--- src/sv/ipdp_ram.sv ---
// ----------------------------------------------------------------------------
// ipdp_ram
// Generic single write port, single read port RAM with registered read.
// ----------------------------------------------------------------------------
module ipdp_ram #(
	parameter int WIDTH = 8,
	parameter int DEPTH = 256
) (
	input  logic                     clk,
	input  logic                     we,
	input  logic [$clog2(DEPTH)-1:0] waddr,
	input  logic [WIDTH-1:0]         wdata,
	input  logic                     re,
	input  logic [$clog2(DEPTH)-1:0] raddr,
	output logic [WIDTH-1:0]         rdata
);

	logic [WIDTH-1:0] mem_q [DEPTH];

	always_ff @(posedge clk) begin
		if (we) begin
			mem_q[waddr] <= wdata;
		end
		if (re) begin
			rdata <= mem_q[raddr];
		end
	end

endmodule

--- config.mk ---
export PLATFORM = sky130hd
export DESIGN_NAME = ipdp_ram
export DESIGN_NICKNAME = d
export VERILOG_FILES = /design/src/sv/ipdp_ram.sv
export SDC_FILE = /design/constraint.sdc
export NUM_CORES = 2
export LEC_CHECK = 0
export BUFFER_PORTS_ARGS = -buffer_cell sky130_fd_sc_hd__buf_2
export CAP_MARGIN = 15
export CORE_ASPECT_RATIO = 1.25
export CORE_MARGIN = 1.5
export CORE_UTILIZATION = 40
export CTS_CLUSTER_DIAMETER = 100
export DETAILED_ROUTE_END_ITERATION = 7
export SLEW_MARGIN = 15
export SYNTH_ARGS = -nofsm -noshare
export SYNTH_HDL_FRONTEND = slang
export SYNTH_SLANG_ARGS = --single-unit
--- constraint.sdc ---
create_clock -name clk -period 3.2 [get_ports clk]
set_clock_uncertainty 0.2 [all_clocks]
set_input_delay 0.64 -clock clk [delete_from_list [all_inputs] [get_ports clk]]
set_output_delay 0.64 -clock clk [all_outputs]
set_load 0.005 [all_outputs]
==> Yosys cells after proc, flatten, opt, wreduce, memory -nomap -nowiden <==
Memories as Yosys holds them, arrays and structs flattened. A register that Yosys moved wholly into a read port is not among the register bits.
Cells that the tools add are included.
{ "totals": {"register_bits": 0, "ram_bits": 2048, "in_bits": 27, "output_inout_bits": 8, "elab_cells": 3, "n_memories": 1} }
{ "op_classes": {"mux": 2} }
{ "memory_table": {"columns": ["name", "depth", "word_bits", "rd", "rd_ports_with_merged_regs", "write_ports", "line_no", "source"], "rows": [
  ["mem_q", 256, 8, 1, 1, 1, "18", "logic [WIDTH-1:0] mem_q [DEPTH];"]
]} }
{ "op_table": {"columns": ["cell", "n"], "rows": [
  ["$mux 1", 2]
]} }

==> Longest topological paths before layout <==
{ "depth": {"ltp_word": 2, "mapped_depth": 11, "mapped_depth_nobuf": 6} }

==> Least setup slack after synthesis <==
OpenSTA, ideal clock, no wires.
{ "synth_path": {"kind": "input port to flip-flop", "startpoint": "input raddr[0]", "endpoint": "register rdata[2] (read register of mem_q), data pin", "setup_ps": 269, "t_arrival_ps": 2447, "t_required_ps": 2731, "setup_slack_ps": 284, "stages": 9, "path_buffers": 4, "cell_sequence": "buf_6 -> buf_12 -> buf_8 -> buf_2 -> mux4_2 -> a22oi_1 -> a21oi_1 -> nor4_1 -> nor4_2"} }
{ "synth_rtl": {"columns": ["item", "line_no", "source"], "rows": [
  ["start: declaration", "14", "input logic [$clog2(DEPTH)-1:0] raddr,"],
  ["end: declaration", "15", "output logic [WIDTH-1:0] rdata"]
]} }

==> results.cfg <==
[sta]
hold_viol = 0
layout_min_cycle_time_ns = 3.14
worst_slack_ns = 0.0565
relSlewSlack_pct = 35.1
tightest_slew_ns = 0.965
fin_hold_ws_ns = 0.0381
fin_crit_sh_pct = 98.2
setup-violations-final = 0
max_clock_freq_mhz = 318
rsz0062_at_grt = no
drv_slew = 0

[critical_path]
crit_cells = 10
crit_buf_inv = 5
cp.arrival_ns = 3.50
cp_cell_sequence = buf_8 -> buf_12 -> buf_4 -> buf_4 -> buf_4 -> mux4_2 -> a22oi_1 -> a21oi_1 -> nor4_1 -> nor4_1
cp_top_family = buffers and inverters
r2r_slack_ns = 0.25
cp-start-kind = primary input
worstPathMaxFanout = 15
max_stage_delay_ns = 0.83
reg2reg_from = mem_q[211][3]
critical_path.most_common_cell = buf_4
cp_slowest_cell = nor4_1
r2r-end = rdata[3]
worstSetupEndpointType = flop
critical_path_class = primary input to flop
required_ns = 3.55
worst-r2r-cell-count = 6

[finish]
num-fill-cells = 16141
syn2layout_area_growth_pct = 17.9
layout-drive-gt1-share_pct = 31.9
seq_area_um2 = 61700
multi_input_area_um2 = 16600
fin_util_pct = 47.6
layoutNonFillerInstCount = 7153
final_net_count = 4454

[grt]
grt_pass1_wl_um = 299000
track_usage_pct = 20.6
grt_pass1_vias = 41542
grt_max_degree = 98
antenna_found_initial = 13
gr-total-overflow = 0

[placed_design]
place_inst = 6810
dp_slack_ns = -1.15
place.port_buffers = 34
dpl.hpwl_um = 138000
globalplace.congestion = 0.875

[clock_network]
clock_latency_ns = 0.85
cts-htree-levels = 4
cts-root-buf = clkbuf_16
clk_pin_slew_ns = 0.06
cts_buffer_depth = 3
cts_tree = done
clock_sinks = 2056
cts_setup_buffers = 0
cts-buffers-inserted = 188

[synthesis]
synth_edf_count = 2056
synth_area_um2 = 79600
syn_nets = 3760
yosys-top-cells-count = 2,056 x edfxtp_1, 454 x mux4_2, 282 x nor2_1
yosysSeqAreaShare_pct = 77.5
yosys.area.top_type = edfxtp_1
syn_area_per_cell_um2 = 21.3
ys_ff_latch = 2056
netlist_instances = 3733
yosysWarnings = 0
synthArstFlopShare_pct = 0
synthFlopType = edfxtp_1
synthTopCellsByArea = edfxtp_1 78%, mux4_2 13%, mux2i_1 1.7%, nor2_1 1.3%, a22oi_1 1.3%
synth_cell_types = 54
synth_top_cell_area_share_pct = 77.5
yosysMostFrequentCell = edfxtp_1

[run_status]
outcome = complete, no violations

[hold_path]
hold_end = mem_q[73][7]
hold_path.class = primary input to flop
worstHoldStart = wdata[7]
whs_path_depth = 1

[drt]
vias = 40398
drc_errors = 0
wirelength_um = 207000
drtPass1Iterations = 7
first_iter_violations = 4267
antenna_left = 0
avgRoutedWirePerCell_um = 29.0
routed_via_density = 5.65

[flow_run]
cap_viol_max_count = 0

[floorplanning]
die-area_um2 = 202000
die_y_um = 502
fp.coreArea_um2 = 197000
rows = 182
io_pins = 35
initial_core_util_pct = 40.4
die_w_um = 402

[power]
p_leak_nw = 30.2
peakVddDrop_mv = 0.455
power_density_nw_per_um2 = 580
power_w = 0.0545
## flip-flops by register name, summed over array words and instances (netlist names)
register and count:
mem_q 2048, rdata 8
## kinds of logic after synthesis
group,count (synthesis),share of synthesized area [%]
AND/OR/NAND/NOR,466,2.63
AO/OA/AOI/OAI,385,3.42
buffers and inverters,235,1.83
multiplexers,591,14.6
flip-flops,2056,77.5
## metal layers
metal / GRT usage, % / vias to the layer above / share of wire (%)
li1: - / 17071 / -
met1: 26.3 / 21594 / 39
met2: 35.8 / 1394 / 52
met3: 3.33 / 327 / 6.1
met4: 7.04 / 12 / 3.2
met5: 0 / - / 0.037
## stage by stage
step           instance area, um2  setup TNS [ns]
4_1_cts                     93900               0
6_report                    93900               0
2_1_floorplan               79600               0
5_1_grt                     93900               0
3_5_place_dp                88000           -6.65
3_3_place_gp                88000           -7.87
## repair_timing
item | 4_1_cts | 5_1_grt
endpoints found under the hold margin | 59 | 0
gates resized for setup | 5 | 2
hold buffers | 3 | 0
endpoints found under the setup margin | 4 | 2
## cells in the final DEF (no fill, tap or decap), types with 9 or more instances in the layout
master and count:
nand3_1 34, nor2b_1 28, a211oi_1 16, clkinv_2 25, clkbuf_1 51, nor2_1 279
bufinv_16 11, o221ai_1 46, mux4_2 454, buf_8 9, a22oi_1 133, nor4_1 17
mux2i_1 134, clkbuf_16 192, o211ai_1 10, o21ai_0 10, clkinv_1 44, edfxtp_1 2056
buf_12 78, a21oi_1 96, a221oi_1 13, nor3_1 22, buf_4 623, nand2_1 33
nand4_1 10, o22ai_1 28, buf_2 23
## layout make-up
type	instances	area share (%)
clock inverters	95	0.882
inverters	2	0.00800
flip-flops and latches	2056	65.8
diodes	2	0.00533
clock buffers	243	5.32
well taps	2576	3.43
multi-input cells	1442	17.6
repair buffers	737	6.96
## worst max path at each step
| stage | from | end | slack (ns) |
|---|---|---|---|
| detailed placement | raddr[0] | rdata[4] | -1.15 |
| global route | raddr[0] | rdata[6] | 0.02 |
| global placement | raddr[0] | rdata[1] | -1.27 |
| finish | raddr[0] | rdata[1] | 0.06 |
| floorplan | raddr[0] | rdata[2] | 0.28 |
| CTS | raddr[0] | rdata[7] | 0.004 |
## report_power, final
group / internal, W / switching, W / total, W / leakage (nW)
sequential: 0.0297 / 0.0000254 / 0.0297 / 18.5
combinational: 0.00126 / 0.00187 / 0.00313 / 8.88
clock: 0.0119 / 0.00971 / 0.0216 / 2.83
## worst register-to-register path, delay by kind of cell (launching register included)
family          cells  cell delay (ns)
flops               1             0.36
compound gates      3             0.72
simple gates        2             0.91
mux                 1             0.48
Power figures use the tool's default switching activity.
