File: config.mk
export PLATFORM = sky130hd
export DESIGN_NAME = ipdp_conv
export DESIGN_NICKNAME = d
export VERILOG_FILES = /design/src/sv/ipdp_pkg.sv /design/src/sv/ipdp_conv.sv
export SDC_FILE = /design/constraint.sdc
export NUM_CORES = 1
export LEC_CHECK = 0
export BUFFER_PORTS_ARGS = -buffer_cell sky130_fd_sc_hd__buf_2
export CAP_MARGIN = 20
export CORE_MARGIN = 8
export CORE_UTILIZATION = 48
export DETAILED_ROUTE_END_ITERATION = 6
export PLACE_DENSITY_LB_ADDON = 0.25
export SETUP_SLACK_MARGIN = 0.05
export SYNTH_ARGS = -nofsm -noshare
export SYNTH_HDL_FRONTEND = slang
export SYNTH_SLANG_ARGS = --single-unit
File: constraint.sdc
create_clock -name vclk -period 5.2
set_input_delay 0.26 -clock vclk [all_inputs]
set_output_delay 0.26 -clock vclk [all_outputs]
set_load 0.02 [all_outputs]
File: src/sv/ipdp_pkg.sv
// ----------------------------------------------------------------------------
// ipdp_pkg
// Shared types and constants of the indexed pixel display packer.
// ----------------------------------------------------------------------------
package ipdp_pkg;

	localparam int PALETTE_ENTRIES = 256;
	localparam int PAL_AW          = $clog2(PALETTE_ENTRIES);
	localparam int PAL_W           = 48;
	localparam int MAX_LINE_PIXELS = 4096;
	localparam int BURST_MAX       = 5;
	localparam int BURST_CW        = 3;

	// input op codes
	localparam logic OP_PIXEL   = 1'b0;
	localparam logic OP_PALETTE = 1'b1;

	// register indexes
	localparam logic [1:0] REG_SCREEN_DEPTH = 2'd0;
	localparam logic [1:0] REG_LSB_FIRST    = 2'd1;
	localparam logic [1:0] REG_LINE_WIDTH   = 2'd2;
	localparam logic [1:0] REG_LINE_COUNT   = 2'd3;

	// supported depths
	localparam logic [5:0] DEPTH_1  = 6'd1;
	localparam logic [5:0] DEPTH_2  = 6'd2;
	localparam logic [5:0] DEPTH_4  = 6'd4;
	localparam logic [5:0] DEPTH_6  = 6'd6;
	localparam logic [5:0] DEPTH_8  = 6'd8;
	localparam logic [5:0] DEPTH_16 = 6'd16;
	localparam logic [5:0] DEPTH_24 = 6'd24;

	localparam logic [15:0] RGB_R_MASK = 16'h7c00;
	localparam logic [15:0] RGB_G_MASK = 16'h03e0;
	localparam logic [15:0] RGB_B_MASK = 16'h001f;
	localparam logic [7:0]  BYTE_MASK  = 8'hff;

	localparam logic [12:0] RST_LINE_WIDTH = 13'd640;
	localparam logic [12:0] RST_LINE_COUNT = 13'd480;
	localparam logic [12:0] MAX_WIDTH      = 13'(MAX_LINE_PIXELS);

	typedef struct packed {
		logic [5:0]  depth;
		logic        lsb_first;
		logic [12:0] line_width;
		logic [12:0] line_count;
	} cfg_t;

	typedef struct packed {
		logic [7:0]  partial;
		logic [2:0]  bitpos;
		logic [12:0] col;
		logic [12:0] row;
	} pack_state_t;

	typedef struct packed {
		logic                          op;
		logic [7:0]                    pix;
	} item_t;

	typedef struct packed {
		logic [BURST_MAX-1:0][7:0] bytes;
		logic [BURST_CW-1:0]       count;
		logic                      line_end;
		logic                      frame_end;
		logic                      err;
	} burst_t;

endpackage

File: src/sv/ipdp_conv.sv
// ----------------------------------------------------------------------------
// ipdp_conv
// Converts one registered item into a burst of display bytes and computes
// the packing and line/frame counter state that follows it.
// ----------------------------------------------------------------------------
module ipdp_conv (
	input  ipdp_pkg::item_t              item,
	input  logic [ipdp_pkg::PAL_W-1:0]   pal_entry,
	input  ipdp_pkg::cfg_t               cfg,
	input  ipdp_pkg::pack_state_t        st,
	output ipdp_pkg::burst_t             burst,
	output ipdp_pkg::pack_state_t        st_next
);
	import ipdp_pkg::*;

	logic [12:0] width_c;
	logic [12:0] count_c;
	logic [12:0] col_inc;
	logic [13:0] row_inc;
	logic        line_done;
	logic        frame_done;
	logic [3:0]  d4;
	logic [1:0]  dlog;
	logic [7:0]  pix_mask;
	logic [2:0]  shift;
	logic [7:0]  byte0;
	logic [3:0]  bit_sum;
	logic [3:0]  pad;
	logic [5:0]  line_bits;
	logic [5:0]  total_bits;
	logic [5:0]  total_rnd;
	logic [15:0] rgb555;
	logic [15:0] r16, g16, b16;

	always_comb begin
		width_c = cfg.line_width;
		if (width_c == 13'd0) begin
			width_c = 13'd1;
		end else if (width_c > MAX_WIDTH) begin
			width_c = MAX_WIDTH;
		end
		count_c = (cfg.line_count == 13'd0) ? 13'd1 : cfg.line_count;

		col_inc    = st.col + 13'd1;
		row_inc    = {1'b0, st.row} + 14'd1;
		line_done  = col_inc >= width_c;
		frame_done = line_done && (row_inc >= {1'b0, count_c});

		// packed depths: only the first byte carries pixel bits, the rest is padding
		d4 = cfg.depth[3:0];
		case (cfg.depth[2:0])
			3'd2:    dlog = 2'd1;
			3'd4:    dlog = 2'd2;
			default: dlog = 2'd0;
		endcase
		pix_mask   = item.pix & ((8'd1 << d4) - 8'd1);
		shift      = cfg.lsb_first ? st.bitpos : 3'(4'd8 - d4 - {1'b0, st.bitpos});
		byte0      = st.partial | 8'(pix_mask << shift);
		bit_sum    = {1'b0, st.bitpos} + d4;
		pad        = 4'd8 - {1'b0, width_c[2:0]};
		line_bits  = ({2'b0, pad} + 6'd1) << dlog;
		total_bits = {3'b0, st.bitpos} + line_bits;
		total_rnd  = total_bits + 6'd7;

		r16    = pal_entry[47:32];
		g16    = pal_entry[31:16];
		b16    = pal_entry[15:0];
		rgb555 = ((r16 >> 1) & RGB_R_MASK) | ((g16 >> 6) & RGB_G_MASK) |
			((b16 >> 11) & RGB_B_MASK);

		burst           = '0;
		burst.line_end  = line_done;
		burst.frame_end = frame_done;
		st_next         = st;

		if (item.op == OP_PIXEL) begin
			st_next.col = line_done ? 13'd0 : col_inc;
			if (line_done) begin
				st_next.row = frame_done ? 13'd0 : row_inc[12:0];
			end

			unique case (cfg.depth) inside
				DEPTH_1, DEPTH_2, DEPTH_4: begin
					burst.bytes[0] = byte0;
					if (line_done) begin
						burst.count     = BURST_CW'(total_rnd >> 3);
						st_next.partial = '0;
						st_next.bitpos  = '0;
					end else if (bit_sum >= 4'd8) begin
						burst.count     = BURST_CW'(1);
						st_next.partial = '0;
						st_next.bitpos  = '0;
					end else begin
						burst.count     = '0;
						st_next.partial = byte0;
						st_next.bitpos  = bit_sum[2:0];
					end
				end
				DEPTH_6, DEPTH_8: begin
					burst.bytes[0] = item.pix;
					burst.count    = BURST_CW'(1);
				end
				DEPTH_16: begin
					burst.count = BURST_CW'(2);
					if (cfg.lsb_first) begin
						burst.bytes[0] = rgb555[7:0] & BYTE_MASK;
						burst.bytes[1] = rgb555[15:8];
					end else begin
						burst.bytes[0] = rgb555[15:8];
						burst.bytes[1] = rgb555[7:0] & BYTE_MASK;
					end
				end
				DEPTH_24: begin
					burst.count = BURST_CW'(4);
					if (cfg.lsb_first) begin
						burst.bytes[0] = r16[15:8];
						burst.bytes[1] = g16[15:8];
						burst.bytes[2] = b16[15:8];
						burst.bytes[3] = 8'd0;
					end else begin
						burst.bytes[0] = 8'd0;
						burst.bytes[1] = b16[15:8];
						burst.bytes[2] = g16[15:8];
						burst.bytes[3] = r16[15:8];
					end
				end
				default: begin
					burst.count = BURST_CW'(1);
					burst.err   = 1'b1;
				end
			endcase
		end
	end

endmodule

# Yosys cells after proc, flatten, opt, wreduce, memory -nomap -nowiden
# Index checks and enable logic that the tools add are counted.
word_totals:
  register_bits: 0
  in_bits: 127
  output_inout_bits: 83
  elab_cells: 59
op_classes:
  add_sub_neg: 10
  magnitude_cmp: 4
  n_eq_ne: 9
  n_shift: 3
  muxes: 23
  bitwise: 4
  n_reduce_logical: 6
op_table:
  columns: ["op", "count"]
  rows:
  - ["13-bit two-way mux", 6]
  - ["37-bit two-way mux", 1]
  - ["35-bit two-way mux", 1]
  - ["11-bit two-way mux", 3]
  - ["16-bit two-way mux", 2]
  - ["32-bit two-way mux", 1]
  - ["8-bit case mux with 4 select lines", 1]
  - ["13-bit zero test", 2]
  - ["8-bit case mux with 2 select lines", 1]
  - ["15-bit by 10-bit bitwise OR with 15-bit output", 1]
  - ["15-bit by 5-bit bitwise OR with 15-bit output", 1]
  - ["13-bit by 1-bit adder with 14-bit output (second input constant)", 1]
  - ["14-bit by 13-bit greater-or-equal comparator with 1-bit output", 1]
  - ["13-bit by 1-bit adder with 13-bit output (second input constant)", 1]
  - ["13-bit greater-or-equal comparator", 1]
  - ["13-bit greater-than comparator (second input constant)", 1]
  - ["6-bit by 3-bit == test with 1-bit output (second input constant)", 2]
  - ["6-bit by 5-bit == test with 1-bit output (second input constant)", 2]
  - ["3-bit case mux with 3 select lines", 1]
  - ["8-bit bitwise AND", 1]
  - ["8-bit bitwise OR", 1]
  - ["1-bit by 4-bit left shift with 8-bit output (first input constant)", 1]
  - ["8-bit by 3-bit left shift with 8-bit output", 1]
  - ["8-bit by 1-bit subtractor with 8-bit output (second input constant)", 1]
  - ["other kinds (21)", 24]

# Logic depth before layout (Yosys ltp)
# Gate-level depths: netlist (run 1).
logic_depth:
  depth_word: 11
  mapped_depth: 20
  depth_no_buf: 20

# Least setup slack after synthesis (run 1)
# Ideal clock, no wire load.
synth_timing:
  kind: "input to output"
  start: "in cfg[21] (netlist bit)"
  end: "out burst[3] (netlist bit)"
  arrival_ps: 4011
  t_required_ps: 4940
  slack_ps: 929
  stages: 20
  cell_sequence: "nor4_1 nand4_1 a21oi_1 inv_1 ha_1 xnor2_1 xnor2_1 nand2_1 o311ai_0 a22oi_1 ha_1 inv_1 ha_1 nor2b_1 o221a_2 a221o_1 xor2_1 a21oi_1 or3_1 a21oi_1"
synth_rtl:
  columns: ["element", "line_no", "source"]
  rows:
  - ["from (decl)", "ipdp_conv.sv:9", "input ipdp_pkg::cfg_t cfg,"]
  - ["to (decl)", "ipdp_conv.sv:11", "output ipdp_pkg::burst_t burst,"]

==> qor.yml, run 1 <==
postSynthAreaPerCell_um2: 6.42
core_area_um2: 8050
grt_pass1_wl_mm: 23.0
cts.repair.resized: 0
n_fill_cell: 817
hp-class: "primary input to output port"
leakagePower_nw: 2.39
slowest_stage: "nor4_2"
dp_cells: 856
die_x_um: 106
min_from: "pal_entry[42]"
layout-drive-gt1-share_pct: 28.0
synth_top_area_share_pct: 12.8
antenna_cells: 0
wl_mm: 14.0
cts-hold-fix-buffers: 0
power.density_nw_per_um2: 99.3
fin_crit_sh_pct: 90.7
dpl.hpwl_mm: 11.7
comb_power_share_pct: 100.0
antenna_left: 0
setup_tns_ns: 0
switching_share_pct: 62.1
worstPathCellList: "buf_2 > nor4_2 > nand4_1 > a21oi_2 > inv_1 > ha_1 > xnor2_1 > xnor2_2 > nand2_1 > o311ai_0 > a22oi_1 > ha_1 > inv_1 > ha_1 > nor2b_1 > o221a_2 > a221o_1 > xor2_1 > a21oi_1 > or3_1 > a21oi_1 > buf_2"
route.met3.wl_mm: 1.09
crit_family: "simple AND/OR/NAND/NOR gates"
tightestPinTransition_ns: 1.03
die-area_um2: 11300
place.gp.congestion: 0.942
start_util_pct: 48.5
seq_power_share_pct: 0
ys_warn_count: 0
ios: 210
port_buffers: 178
period_minus_slack_ns: 4.72
max_freq_ghz: 0.212
p_total_w: 0.000471
cap_violations: 0
grt_use_total_pct: 23.2
finalMaxSlewViolations: 0
relSlewSlack_pct: 29.1
crit_type: "primary input to output port"
cts_setup_buffers: 0
worst-path-max-fanout: 5
rsz0062_at_grt: "false"
power.switching_w: 0.000292
fin_cells: 856
drcViolationCount: 0
routed-wl-met2_mm: 7.01
ys_types: 71
dr.pass1.iters: 5
startpoint_type: "primary input"
top_layer: "met4"
area_delta_synth_final_pct: 21.4
grt_pass1_vias: 4869
wl_per_cell_um: 16.4
synth_cells: 608
ys_seq_area_share_pct: 0
routed_via_density: 5.79
cpMostUsedCell: "ha_1"
crit_path_end_kind: "output port"
netlist_area_um2: 3900
final_nets: 922
worst_ep_arrival_time_ns: 4.46
grt_max_degree: 51
status: "finished, final reports clean"
crit_buf_inv: 4
antenna_found_initial: 0
crit_required_ns: 4.94
setup_viol: 0
pwr-share-clk_pct: 0
cp.depth: 22
slowest_delay_ns: 0.42
drtIter0Drc: 365
holdPathEnd: "burst[32]"
p_int_w: 0.000178
grt_overflow: 0
seq_area_um2: 0
met1_length_mm: 5.82
finalHoldViolations: 0
vias: 4960
synthTopCellsByArea: "ha_1 (13%), nand2_1 (8.3%), a21oi_1 (6.2%)"
peakVddDrop_uv: 78.8
yosysTopAreaCell: "ha_1"
fin_hold_ws_ns: 0.870
die_y_um: 106
nFlopsAndLatches: 0
row_count: 33
clkbuf_count: 0
min_path_cells: 3
worst max-delay path by stage:
stage | from | end
floorplan | cfg[21] | burst[3]
global placement | cfg[21] | burst[3]
detailed placement | cfg[21] | burst[3]
CTS | cfg[21] | burst[3]
global route | cfg[21] | burst[3]
finish | cfg[21] | burst[3]
worst min-delay path, stage by stage:
cell and delay (ns):
buf_2 0.08, and2_1 0.11, buf_2 0.16
logic make-up (layout without fill, tap and decap cells):
logic type               Yosys count  in the layout  share of synthesized area (%)
other                              1              8                         0.0960
AO/OA/AOI/OAI                    188            188                           31.1
AND/OR/NAND/NOR                  248            248                           32.4
multiplexers                      22             22                           5.86
adder cells (fa/ha/maj)           42             42                           13.8
XOR/XNOR                          32             32                           7.18
buffers and inverters             75            211                           9.48
layer usage:
layer	track usage, %	vias to the layer above
met5	0	-
met1	28.8	2257
met4	3.02	0
met3	2.72	14
met2	42.6	214
li1	-	2475
stage by stage:
| step | setup WS, ns | instance area (um^2) | util [%] |
|---|---|---|---|
| 6_report | 0.485 | 4740 | 58.9 |
| 3_5_place_dp | 0.295 | 4720 | 58.7 |
| 5_1_grt | 0.105 | 4740 | 58.9 |
| 4_1_cts | 0.284 | 4720 | 58.7 |
| 3_3_place_gp | 0.409 | 4720 | 58.7 |
| 2_1_floorplan | 0.929 | 3930 | - |
Yosys cell counts, drive strengths merged, types with 4 or more instances:
library cell   n
ha            40
nand2         87
and2          14
nand2b         8
and3          15
a22oi         10
nor2          48
o21a          11
o21ai         51
xor2          12
or2            5
clkbuf        10
mux2i         21
nand4          7
xnor2         20
nand3b         4
nand3         24
or3            8
inv           30
a211oi         4
o22a           5
nor2b          9
buf           35
o211ai        12
a21oi         50
a21o           8
nor3           8
nor4           7
a31oi          8
layout by cell type, fill, tap and decap left out, drive strengths merged, types with 14 or more instances in the layout:
| cell | instances |
|---|---|
| a21oi | 50 |
| and2 | 14 |
| and3 | 15 |
| buf | 181 |
| ha | 40 |
| inv | 30 |
| mux2i | 21 |
| nand2 | 87 |
| nand3 | 24 |
| nor2 | 48 |
| o21ai | 51 |
| xnor2 | 20 |
power groups by stage:
stage                     clock network [W]  registers, W  logic, W
after global routing                      0             0  0.000519
after floorplan                           0             0  0.000322
after CTS                                 0             0  0.000464
final                                     0             0  0.000471
after global placement                    0             0  0.000451
after detailed placement                  0             0  0.000462
area by class of cell:
type                            instances  area [um^2]  area share, %
Multi-Input combinational cell        540         3580           75.6
Timing Repair Buffer                  181          913           19.3
Tap cell                              105          131           2.77
Inverter                               30          113           2.38
Note: power is estimated with default switching activity, not from simulation.
==> run 2, diff against run 1 <==
--- a/config.mk
+++ b/config.mk
@@ -5,10 +5,11 @@
 export SDC_FILE = /design/constraint.sdc
 export NUM_CORES = 1
 export LEC_CHECK = 0
+export ABC_AREA = 1
 export BUFFER_PORTS_ARGS = -buffer_cell sky130_fd_sc_hd__buf_2
 export CAP_MARGIN = 20
 export CORE_MARGIN = 8
-export CORE_UTILIZATION = 48
+export CORE_UTILIZATION = 47
 export DETAILED_ROUTE_END_ITERATION = 6
 export PLACE_DENSITY_LB_ADDON = 0.25
 export SETUP_SLACK_MARGIN = 0.05
==> run 2 against run 1 <==
Net effect:
- die area decreased by 2.7%
- final cell count rose by 7.8%
- sequential share of layout area did not move
- via count increased by 0.36%
- first-iteration DRC count down 33%
- critical path depth shrank 3
- hold slack lost 0.0045 ns
- total power shrank 7.7%
- largest cell class unchanged
- utilization rose by 0.69 points
- worst setup slack improved by 0.90 ns
==> qor.yml, run 2 <==
yosysTopAreaCell: "nand2_1"
setup_viol: 0
fin_crit_sh_pct: 73.5
cts.repair.resized: 0
ys_warn_count: 0
tightestPinTransition_ns: 0.926
grt_pass1_vias: 4967
leakagePower_nw: 2.55
crit_required_ns: 4.94
fin_area_um2: 4580
switching_share_pct: 65.4
cap_violations: 0
cts-hold-fix-buffers: 0
finalHoldViolations: 0
grt_max_degree: 35
die_x_um: 105
die-area_um2: 11000
wl_per_cell_um: 15.0
min_path_cells: 4
seq_area_um2: 0
place.gp.congestion: 0.979
die_y_um: 105
finalMaxSlewViolations: 0
synth.most_common_cell: "nand2_1"
drtIter0Drc: 244
place_ws_ns: 1.42
antenna_left: 0
setup_ws_ns: 1.38
power.switching_w: 0.000284
ys_seq_area_share_pct: 0
grt_pass1_wl_mm: 22.5
area_delta_synth_final_pct: 23.8
final_cell_mix: "buf_2 (178), nand2_1 (144), inv_1 (98), nor2_1 (62), nand3_1 (50)"
grt_use_total_pct: 23.3
crit_type: "primary input to output port"
grt_overflow: 0
pwr-share-clk_pct: 0
antenna_found_initial: 2
drcViolationCount: 0
place_area_um2: 4570
worst-path-max-fanout: 9
layout-drive-gt1-share_pct: 28.9
vias: 4978
rsz0062_at_grt: "false"
p_int_w: 0.000151
row_count: 32
peakVddDrop_uv: 50.3
synth_top_area_share_pct: 14.6
postSynthAreaPerCell_um2: 5.60
routed_via_density: 5.39
comb_power_share_pct: 100.0
hp-class: "primary input to output port"
synthTopCellsByArea: "nand2_1 (15%), ha_1 (14%), inv_1 (9.9%)"
ios: 210
port_buffers: 178
status: "finished, final reports clean"
relSlewSlack_pct: 38.2
crit_path_end_kind: "output port"
dpl.hpwl_mm: 12.0
wl_mm: 13.9
seq_power_share_pct: 0
core_area_um2: 7690
dr.pass1.iters: 7
start_util_pct: 48.1
ys_types: 57
final_nets: 990
power.density_nw_per_um2: 94.9
cts_setup_buffers: 0
setup_tns_ns: 0
max_freq_ghz: 0.262
period_minus_slack_ns: 3.82
mostFrequentLayoutCell: "buf_2"
clkbuf_count: 0
synth_cells: 661
synth_common_cells: "nand2_1 (144), inv_1 (98), nor2_1 (62), nand3_1 (50), o21ai_0 (45)"
startpoint_type: "primary input"
worst_ep_arrival_time_ns: 3.56
netlist_area_um2: 3700
nFlopsAndLatches: 0
[run 2: worst paths after layout]
check                 startpoint          end  slack, ns
worst min-delay path      st[34]  st_next[34]       0.87
worst max-delay path      st[13]  st_next[29]       1.38
[run 2: cell families after synthesis]
kind of cell,after synthesis,synth area share (%)
buf+inv,136,15.7
xor+xnor,19,4.50
other cells,1,0.101
compound gates,141,24.7
simple gates,322,40.4
fa+ha+maj,42,14.6
[run 2: per-stage QoR]
step / util (%) / hold slack, ns / total power, W / cells
2_1_floorplan: - / 0.650 / 0.000299 / 668
4_1_cts: 59.5 / 0.868 / 0.000432 / 921
6_report: 59.6 / 0.866 / 0.000435 / 923
5_1_grt: 59.6 / 0.902 / 0.000483 / 923
3_3_place_gp: 59.5 / 0.865 / 0.000419 / 921
3_5_place_dp: 59.5 / 0.868 / 0.000431 / 921
[run 2: layer usage]
metal  global-route usage (%)  share of wire (%)  up-vias
li1                         -                  -     2509
met1                     27.2                 42     2250
met2                     43.7                 50      194
met3                     3.13                6.6       25
met4                     5.20                1.5        0
met5                        0                  0        -
[run 2: cell type report]
type                       count  area [um^2]
antenna                        2         5.00
inverter                     109          409
fill                         828         3110
tap                          102          128
timing repair buffer         178          891
multi-input combinational    532         3150
[run 2: worst max-delay path, stage by stage]
cell and delay (ns):
buf_2 0.11, ha_1 0.18, nand2_1 0.08, nor3_1 0.13, inv_1 0.08, nor2_1 0.08
inv_1 0.08, nor2_1 0.20, nand3_1 0.13, xor2_1 0.23, ha_1 0.28, a21oi_1 0.15
o21ai_0 0.10, a21oi_1 0.17, nand3_2 0.32, a21oi_4 0.28, nand2_1 0.25, o31ai_2 0.25
buf_2 0.20
[run 2: power groups by stage]
stage | logic, W | registers (W) | clock network, W
after global routing | 0.000483 | 0 | 0.0000000000514
after floorplan | 0.000299 | 0 | 0
after global placement | 0.000419 | 0 | 0
after CTS | 0.000432 | 0 | 0
after detailed placement | 0.000431 | 0 | 0
final | 0.000435 | 0 | 0.0000000000514
==> run 3, diff against run 2 <==
==> constraint.sdc (replaced) <==
create_clock -name vclk -period 3.82
set_input_delay 0.191 -clock vclk [all_inputs]
set_output_delay 0.191 -clock vclk [all_outputs]
set_load 0.02 [all_outputs]
==> run 3 against run 2 <==
Net effect:
- final cell count up 0.22%
- first-iteration DRC count increased by 18%
- combinational power up 37%
- largest power group unchanged
- largest cell class unchanged
- non-clock buffer count up 3
- utilization rose by 0.33 points
- wire length fell by 1.1%
- critical path depth grew 1
- sequential share of layout area did not move
- highest routed layer unchanged
==> qor.yml, run 3 (synthesized netlist as in run 2, its figures left out) <==
status: "finished, final reports clean"
final_cell_mix: "buf_2 (178), nand2_1 (143), inv_1 (98), nor2_1 (62), nand3_1 (50)"
die-area_um2: 11000
fin_cells: 925
setup_tns_ns: 0
crit_type: "primary input to output port"
place_ws_ns: 0.302
wl_mm: 13.7
grt_pass1_vias: 5001
nFlopsAndLatches: 0
period_minus_slack_ns: 3.44
finalHoldViolations: 0
rsz0062_at_grt: "true"
grt_max_degree: 33
row_count: 32
fin_hold_ws_ns: 0.733
start_util_pct: 48.1
routed_via_density: 5.39
max_freq_ghz: 0.290
vias: 4990
layout-drive-gt1-share_pct: 29.3
mostFrequentLayoutCell: "buf_2"
antenna_left: 0
worst_ep_arrival_time_ns: 3.25
drtIter0Drc: 287
grt_use_total_pct: 23.4
holdPathEnd: "st_next[34]"
p_total_w: 0.000594
setup_ws_ns: 0.377
area_delta_synth_final_pct: 24.5
cap_violations: 0
cts_setup_buffers: 0
min_from: "st[34]"
worst-path-max-fanout: 16
fin_crit_sh_pct: 90.1
critPathLaunch: "st[13]"
peakVddDrop_uv: 90.3
setup_viol: 0
dr.pass1.iters: 5
port_buffers: 178
ios: 210
die_x_um: 105
seq_area_um2: 0
dpl.hpwl_mm: 12.0
wl_per_cell_um: 14.8
leakagePower_nw: 2.57
drcViolationCount: 0
crit_required_ns: 3.63
finalMaxSlewViolations: 0
place.gp.congestion: 0.969
antenna_found_initial: 1
die_y_um: 105
grt_pass1_wl_mm: 22.7
crit_path_end_kind: "output port"
power.density_nw_per_um2: 129
dp_cells: 924
min_path_cells: 4
clkbuf_count: 0
startpoint_type: "primary input"
final_nets: 993
hp-class: "primary input to output port"
core_area_um2: 7690
grt_overflow: 0
==> run 3: cell types whose count changed in the layout (fill, tap and decap cells not counted), sizes merged <==
cell   previous run  this run
buf             178       181
diode             2         1
==> run 3: worst max path at each step <==
stage | to | slack (ns) | cells past startpoint
floorplan | st_next[34] | 0.76 | 18
global placement | st_next[29] | 0.35 | 20
detailed placement | st_next[29] | 0.30 | 19
CTS | st_next[29] | 0.29 | 19
global route | st_next[2] | 0.009 | 21
finish | st_next[2] | 0.38 | 20
==> run 3: area by class of cell <==
class              count  area (um^2)
repair buffers       181          913
well taps            102          128
inverters            109          412
multi-input cells    532         3150
fillers              833         3080
diodes                 1         2.50
==> run 3: metal layers <==
layer / GRT usage, % / vias to the layer above / routed length (um)
met2: 42.5 / 184 / 6680
li1: - / 2508 / -
met4: 5.40 / 0 / 281
met3: 3.99 / 22 / 933
met5: 0 / - / 0
met1: 27.8 / 2276 / 5810
==> run 3: through the flow <==
step,utilization (%),area [um^2]
6_report,59.9,4600
4_1_cts,59.8,4600
3_3_place_gp,59.8,4600
5_1_grt,59.9,4600
2_1_floorplan,-,3730
3_5_place_dp,59.8,4600
==> run 3: where the power goes <==
part                 total [W]  switching [W]     internal [W]  leakage (nW)
registers                    0              0                0             0
logic                 0.000594       0.000385         0.000209          2.57
clock network  0.0000000000350              0  0.0000000000350    0.00000634
==> run 3: timing repair <==
item                       in CTS  in global routing
setup endpoints to repair       0                 18
gates resized for setup         0                  3
hold endpoints to repair        0                  0
hold buffers                    0                  0
==> run 3: worst max-delay path, stage by stage <==
cell and delay, ns:
buf_2 0.11, ha_1 0.18, nand2_1 0.08, nor3_1 0.13, inv_1 0.09, nor2_1 0.09, inv_1 0.08, nor2_1 0.18
nand3_1 0.12, xor2_1 0.18, ha_1 0.32, nand2_1 0.10, nor4b_2 0.27, nand4_1 0.13, nand3_2 0.20, nand2_4 0.14
inv_4 0.19, nand2_1 0.08, o21ai_0 0.19, buf_2 0.20
